`config.mk`:
```
export PLATFORM = sky130hd
export DESIGN_NAME = vrt_div
export DESIGN_NICKNAME = d
export VERILOG_FILES = /design/src/design/vrt_pkg.sv /design/src/design/vrt_div.sv
export SDC_FILE = /design/constraint.sdc
export NUM_CORES = 1
export LEC_CHECK = 0
export BUFFER_PORTS_ARGS = -buffer_cell sky130_fd_sc_hd__clkbuf_2
export CAP_MARGIN = 5
export CORE_MARGIN = 4
export CORE_UTILIZATION = 49
export CTS_CLUSTER_DIAMETER = 150
export DETAILED_ROUTE_END_ITERATION = 10
export GPL_TIMING_DRIVEN = 1
export PLACE_DENSITY_LB_ADDON = 0.25
export SLEW_MARGIN = 30
export SYNTH_ARGS = -nofsm -noshare
export SYNTH_HDL_FRONTEND = slang
export SYNTH_SLANG_ARGS = --single-unit
```
`constraint.sdc`:
```
create_clock -name clk -period 3.5 [get_ports clk]
set_input_delay 0.7 -clock clk [delete_from_list [all_inputs] [get_ports clk]]
set_output_delay 0.7 -clock clk [all_outputs]
set_load 0.005 [all_outputs]
```
`src/design/vrt_pkg.sv`:
```
package vrt_pkg;

	localparam int GRID_BITS  = 5;
	localparam int BLOCK_BITS = 8;
	localparam int FRAC_BITS  = 12;
	localparam int DIR_FRAC   = 14;

	localparam int ORG_W   = GRID_BITS + FRAC_BITS;
	localparam int MAXD_W  = FRAC_BITS + 6;
	localparam int DIST_W  = FRAC_BITS + 7;
	localparam int ADDR_W  = 3 * GRID_BITS;
	localparam int POS_W   = GRID_BITS + 2;
	localparam int DIR_W   = 16;
	localparam int NUM_W   = FRAC_BITS + DIR_FRAC + 1;
	localparam int FRAC_W  = FRAC_BITS + 1;

	localparam logic [DIST_W-1:0] DIST_MAX = {DIST_W{1'b1}};
	localparam logic [FRAC_BITS-1:0] FACE_TOL =
		FRAC_BITS'((1 << FRAC_BITS) / 1000 + 1);

	localparam logic [2:0] FACE_NONE = 3'd0;

	typedef struct packed {
		logic        cmd;
		logic [4:0]  voxel_x;
		logic [4:0]  voxel_y;
		logic [4:0]  voxel_z;
		logic [7:0]  block_value;
		logic [16:0] origin_x;
		logic [16:0] origin_y;
		logic [16:0] origin_z;
		logic signed [15:0] dir_x;
		logic signed [15:0] dir_y;
		logic signed [15:0] dir_z;
		logic [17:0] max_distance;
	} item_t;

	typedef struct packed {
		logic       hit;
		logic [7:0] hit_block;
		logic [4:0] hit_x;
		logic [4:0] hit_y;
		logic [4:0] hit_z;
		logic [2:0] face;
	} result_t;

	localparam logic CMD_WRITE = 1'b0;
	localparam logic CMD_CAST  = 1'b1;

endpackage

```
`src/design/vrt_div.sv`:
```
module vrt_div (
	input  logic                       clk,
	input  logic                       arst_n,
	input  logic                       start,
	input  logic [vrt_pkg::NUM_W-1:0]  num,
	input  logic [vrt_pkg::DIR_W-1:0]  den,
	output logic                       done,
	output logic [vrt_pkg::NUM_W-1:0]  quo
);
	import vrt_pkg::*;

	localparam int CNT_W = $clog2(NUM_W + 1);

	logic [NUM_W-1:0] num_q;
	logic [DIR_W-1:0] rem_q;
	logic [DIR_W-1:0] den_q;
	logic [CNT_W-1:0] cnt_q;
	logic             done_q;
	logic [DIR_W:0]   rem_sh;
	logic             ge;
	logic [DIR_W:0]   diff;

	// one quotient bit per cycle, restoring
	assign rem_sh = {rem_q, num_q[NUM_W-1]};
	assign ge     = rem_sh >= {1'b0, den_q};
	assign diff   = rem_sh - {1'b0, den_q};

	always_ff @(posedge clk or negedge arst_n) begin
		if (!arst_n) begin
			cnt_q  <= '0;
			done_q <= 1'b0;
		end else begin
			done_q <= 1'b0;
			if (start) begin
				cnt_q <= CNT_W'(NUM_W);
			end else if (cnt_q != '0) begin
				cnt_q <= cnt_q - 1'b1;
				if (cnt_q == CNT_W'(1))
					done_q <= 1'b1;
			end
		end
	end

	always_ff @(posedge clk) begin
		if (start) begin
			num_q <= num;
			den_q <= den;
			rem_q <= '0;
		end else if (cnt_q != '0) begin
			rem_q <= ge ? diff[DIR_W-1:0] : rem_sh[DIR_W-1:0];
			num_q <= {num_q[NUM_W-2:0], ge};
		end
	end

	assign done = done_q;
	assign quo  = num_q;

endmodule

```
# Word-level counts from Yosys, hierarchy flattened
# Index checks and enable logic that the tools add are counted.
# totals
register_bits	65
word_cells	19
# op_classes
n_addsub	2
n_lt_le_gt_ge	1
n_eq_ne	1
mux	8
n_reduce_logical	2
# op_table
cell	count
$mux 27	2
$ge 17x16->1	1
$mux 16	1
$sub 16x16->16	1
$mux 5	2
$eq 5x1->1 const B	1
$reduce_bool 5->1	1
$sub 5x1->5 const B	1
$mux 1	3
$reduce_bool 2->1	1

# Longest topological paths before layout
# depth
word_depth	4
mapped_depth	11
ltp_nobuf	10

# Worst setup path after synthesis
# Ideal clock, no wire load.
# synth_path
path_kind	register to register
from	register den_q[7]
to	register rem_q[15]
setup_time_ns	0.117
arrival_ns	2.340
slack_ns	1.043
stages_incl_launch_ff	10
path_buffers	1
path_cell_list	edfxtp_1 inv_1 ha_1 buf_2 nand4_2 nor4_1 or4_4 o31ai_4 mux2_2 a22o_1
# synth_between
elab_chain_len	2
# synth_rtl
item	line_no	source
start, declared	vrt_div.sv:16	logic [DIR_W-1:0] den_q;
start signal, assigned	vrt_div.sv:47	den_q <= den;
$sub 16x16->16 or $ge 17x16->1 (tied branches)	vrt_div.sv:26, vrt_div.sv:25	
$mux 16 (*)	vrt_div.sv:50	rem_q <= ge ? diff[DIR_W-1:0] : rem_sh[DIR_W-1:0];
end signal, assigned	vrt_div.sv:50	
end, declared	vrt_div.sv:15	logic [DIR_W-1:0] rem_q;
# Every way passes the cells marked *; elsewhere a longest branch is shown, timed or not.
# A chain may end at the register's enable or synchronous reset.

# Worst setup path after layout
# layout_path
from	register den_q[11]
to	register rem_q[7]
# layout_between
elab_chain_len	2
# layout_rtl
item	line_no	source
$ge 17x16->1	vrt_div.sv:25	assign ge = rem_sh >= {1'b0, den_q};
$mux 16	vrt_div.sv:50	
# No other way between the ends.

==> metrics.cfg <==
[run_status]
result_of_the_run = completed

[route]
wire_per_inst_um = 14.5
detail_route.vias_per_cell = 5.33
final_antenna_net_count = 0
drcViolationCount = 0
aggregate_routed_wire_length_um = 7290
routed-via-count = 2686
drc_marker_count_from_the_first_detailed_route_iteration = 129
drtPass1Iterations = 5

[layout]
area_growth_pct = 19.1
area.sequential_sq_um = 1760
nFillCells = 602
nNetsFinal = 469
combined_area_of_the_multi_input_logic_cells_sq_um = 1630
insertedDiodeCount = 0
fraction_of_layout_instances_using_a_drive_strength_above_1_pct = 31.6

[die]
chipHeight_um = 93.2
floorplan.initialDensity_pct = 51.5
boundaryPins = 74
core_region_area_sq_um = 6910
die-width_um = 93.2
std_cell_rows = 30
design.die.area_sq_um = 8690

[timing]
finalSetupViolations = 0
min_period_ns = 2.81
grt_setup_unrepaired = false
layout_setup_ws_ns = 0.685
final.setup_skew_ns = 0.0146
timing_hold_violations_final = 0
report.final.slew_viol_count = 0
tns_ns = 0
maxSlewHeadroom_pct = 54.8
period_share_pct = 80.4
actual_transition_at_the_worst_max_transition_pin_ns = 0.677
max_freq_ghz = 0.355

[clocking]
worst_skew_pair.late_latency_ns = 0.35
hold_buffers = 0
clk_pin_slew_worst_paths_ns = 0.08
cts_setup_buffers = 0
tritoncts = built
cts_resized = 0
htree_levels = 3
clock_sinks = 65
cts_root_buffer = sky130_fd_sc_hd__clkbuf_8
cts.path.max_buffers = 2
tritoncts.num_buffers = 9

[pwr]
power.combinational.fraction_pct = 12.2
ir_drop_mv = 0.280
total_switching_power_uw = 441
clock_power_share_pct = 38.6
seqPwrFrac_pct = 49.2
sw_frac_of_total_pct = 24.0
p_int_uw = 1400
power_density_nw_per_um2 = 433
power_leakage_uw = 0.00192

[synthesis]
synth_cells = 326
distinct_cell_type_count_of_the_synthesized_netlist = 48
synth_area_leaders = sky130_fd_sc_hd__edfxtp_1 (36%), sky130_fd_sc_hd__dfxtp_1 (9.0%), sky130_fd_sc_hd__mux2_2 (8.5%), sky130_fd_sc_hd__ha_1 (6.7%), sky130_fd_sc_hd__dfrtp_1 (4.2%)
ys_seq_area_share_pct = 49.5
synth_async_sr_flop_share_pct = 9.23
flip_flop_and_latch_count_after_synthesis = 65
synth.top_cell.area_share_pct = 36.3
synthesis.nets = 392
yosysWarningCount = 0
synth.avg_cell_area_sq_um = 10.9
synth_edf_count = 43
synthFlopType = sky130_fd_sc_hd__edfxtp_1
synth.largest_area_cell = sky130_fd_sc_hd__edfxtp_1
synth_area_sq_um = 3560

[placed_design]
place_congestion = 0.859
port-buffer-count = 73
placement.setup.worst_slack_ns = 0.709
hpwl_um = 5280

[global_route]
grt_pass1_vias = 2662
met2_usage_pct = 28.7
grt_start_max_net_pins = 28
globalRouteOverflowTotal = 0
met1_usage_pct = 23.3
met3_usage_pct = 6.76
global_route.usage.total_pct = 18.3
wire_length_of_the_first_global_routing_pass_um = 12400
antenna_violations_before_repair = 0
most_heavily_used_metal_layer_in_global_routing = met2

[setup_path]
endpoint_kind = flop
crit_path_max_fanout = 14
worst-endpoint-arrival_ns = 3.01
critical_path_required_ns = 3.70
critPathLaunchType = flop
criticalPathCategory = reg2reg

[job]
max_cap_violations = 0

[hold_path]
min_path_type = in2async

==> state kept, by name (all words and copies together) (netlist names) <==
signal  flops
den_q      16
quo        27
rem_q      16
cnt_q       5
done        1
==> layout by cell type (no fill, tap or decap), types with 8 or more instances in the layout <==
master | netlist | routed
sky130_fd_sc_hd__inv_1 | 23 | 23
sky130_fd_sc_hd__dfxtp_1 | 16 | 16
sky130_fd_sc_hd__a21oi_1 | 14 | 14
sky130_fd_sc_hd__xor2_1 | 8 | 8
sky130_fd_sc_hd__mux2_2 | 27 | 27
sky130_fd_sc_hd__nand2_1 | 15 | 15
sky130_fd_sc_hd__o21ai_0 | 11 | 11
sky130_fd_sc_hd__clkbuf_8 | 0 | 9
sky130_fd_sc_hd__nor2_1 | 34 | 34
sky130_fd_sc_hd__nand2b_1 | 8 | 8
sky130_fd_sc_hd__edfxtp_1 | 43 | 43
sky130_fd_sc_hd__nor3_1 | 16 | 16
sky130_fd_sc_hd__a211oi_1 | 11 | 11
sky130_fd_sc_hd__clkbuf_2 | 0 | 73
sky130_fd_sc_hd__ha_1 | 19 | 19
==> worst max-delay path, stage by stage, from the launching register on <==
cell and delay (ns):
sky130_fd_sc_hd__edfxtp_1 0.33, sky130_fd_sc_hd__inv_1 0.05, sky130_fd_sc_hd__ha_1 0.38, sky130_fd_sc_hd__nand4_2 0.16, sky130_fd_sc_hd__nor4_1 0.06, sky130_fd_sc_hd__or4_4 0.50, sky130_fd_sc_hd__o31ai_4 0.59, sky130_fd_sc_hd__buf_4 0.27
sky130_fd_sc_hd__mux2i_1 0.23, sky130_fd_sc_hd__a211oi_2 0.09
==> metal layers <==
layer | vias to the layer above | routed length, um | share of wire [%]
met5 | - | 0 | 0
met4 | 0 | 74 | 1.0
met3 | 5 | 515 | 7.1
met2 | 74 | 3330 | 46
met1 | 1257 | 3370 | 46
li1 | 1350 | - | -
==> logic make-up (layout without fill, tap and decap cells) <==
family | count (synthesis) | count (layout) | share of synthesized area (%)
muxes | 28 | 28 | 8.83
adders and majority gates | 20 | 20 | 7.25
and+or+nand+nor | 92 | 92 | 12.9
xor gates and xnor gates | 10 | 10 | 2.46
DFF | 65 | 65 | 49.5
AOI/OAI and AO/OA | 74 | 74 | 14.5
buffers and inverters | 37 | 119 | 4.61
==> final cells by class <==
class | count | share of cell area, %
Clock inverter | 6 | 2.16
Sequential cell | 65 | 41.6
Timing Repair Buffer | 80 | 9.86
Multi-Input combinational cell | 224 | 38.5
Inverter | 23 | 2.04
Clock buffer | 10 | 3.01
Tap cell | 96 | 2.84
==> stage by stage <==
| stage | total power [uW] | cell area, sq um | instances | utilization, % | hold slack (ns) |
|---|---|---|---|---|---|
| 3_3_place_gp | 1140 | 4020 | 488 | 58.2 | 0.480 |
| 6_report | 1840 | 4240 | 504 | 61.3 | 0.165 |
| 3_5_place_dp | 1140 | 4020 | 488 | 58.2 | 0.501 |
| 2_1_floorplan | 1050 | 3560 | 326 | - | 0.404 |
| 5_1_grt | 1930 | 4240 | 504 | 61.3 | 0.151 |
| 4_1_cts | 1860 | 4240 | 504 | 61.3 | 0.151 |
==> power groups by stage <==
stage	sequential, uW	clock [uW]	combinational [uW]
finish	904	708	223
global route	911	763	251
CTS	905	729	226
detailed placement	920	0	224
global placement	921	0	219
floorplan	919	0	135
==> Yosys cell counts, types with 2 or more instances <==
cell / n
sky130_fd_sc_hd__a21oi_1: 14
sky130_fd_sc_hd__nand4_2: 2
sky130_fd_sc_hd__nand2_1: 15
sky130_fd_sc_hd__or3_1: 2
sky130_fd_sc_hd__a211oi_1: 11
sky130_fd_sc_hd__and2_1: 2
sky130_fd_sc_hd__nor2_1: 34
sky130_fd_sc_hd__o21a_1: 5
sky130_fd_sc_hd__or3b_2: 2
sky130_fd_sc_hd__nand3_1: 2
sky130_fd_sc_hd__and3_1: 2
sky130_fd_sc_hd__clkbuf_1: 6
sky130_fd_sc_hd__buf_2: 2
sky130_fd_sc_hd__inv_1: 23
sky130_fd_sc_hd__o31a_1: 3
sky130_fd_sc_hd__ha_1: 19
sky130_fd_sc_hd__nor3_1: 16
sky130_fd_sc_hd__nor4_1: 3
sky130_fd_sc_hd__buf_6: 3
sky130_fd_sc_hd__buf_1: 3
sky130_fd_sc_hd__o31ai_1: 3
sky130_fd_sc_hd__o22ai_1: 2
sky130_fd_sc_hd__dfrtp_1: 6
sky130_fd_sc_hd__nand2b_1: 8
sky130_fd_sc_hd__xnor2_1: 2
sky130_fd_sc_hd__o21ai_0: 11
sky130_fd_sc_hd__a211o_1: 2
sky130_fd_sc_hd__dfxtp_1: 16
sky130_fd_sc_hd__a31oi_1: 5
sky130_fd_sc_hd__a22o_1: 3
sky130_fd_sc_hd__xor2_1: 8
sky130_fd_sc_hd__edfxtp_1: 43
sky130_fd_sc_hd__mux2_2: 27
sky130_fd_sc_hd__a21o_1: 7
==> final timing paths <==
| path | startpoint | to | slack, ns | cells past startpoint |
|---|---|---|---|---|
| hold reg to reg | rem_q[5] | rem_q[5] | 0.52 | 2 |
| hold / removal | arst_n | cnt_q[4] | 0.16 | 1 |
| max in group asynchronous | arst_n | cnt_q[1] | 3.18 | 1 |
| setup / recovery | den_q[11] | rem_q[7] | 0.69 | 9 |
| min in group clk | den[15] | den_q[15] | 0.52 | 1 |
| setup reg to reg | den_q[11] | rem_q[7] | 0.69 | 9 |
Note: power is estimated with default switching activity, not from simulation.
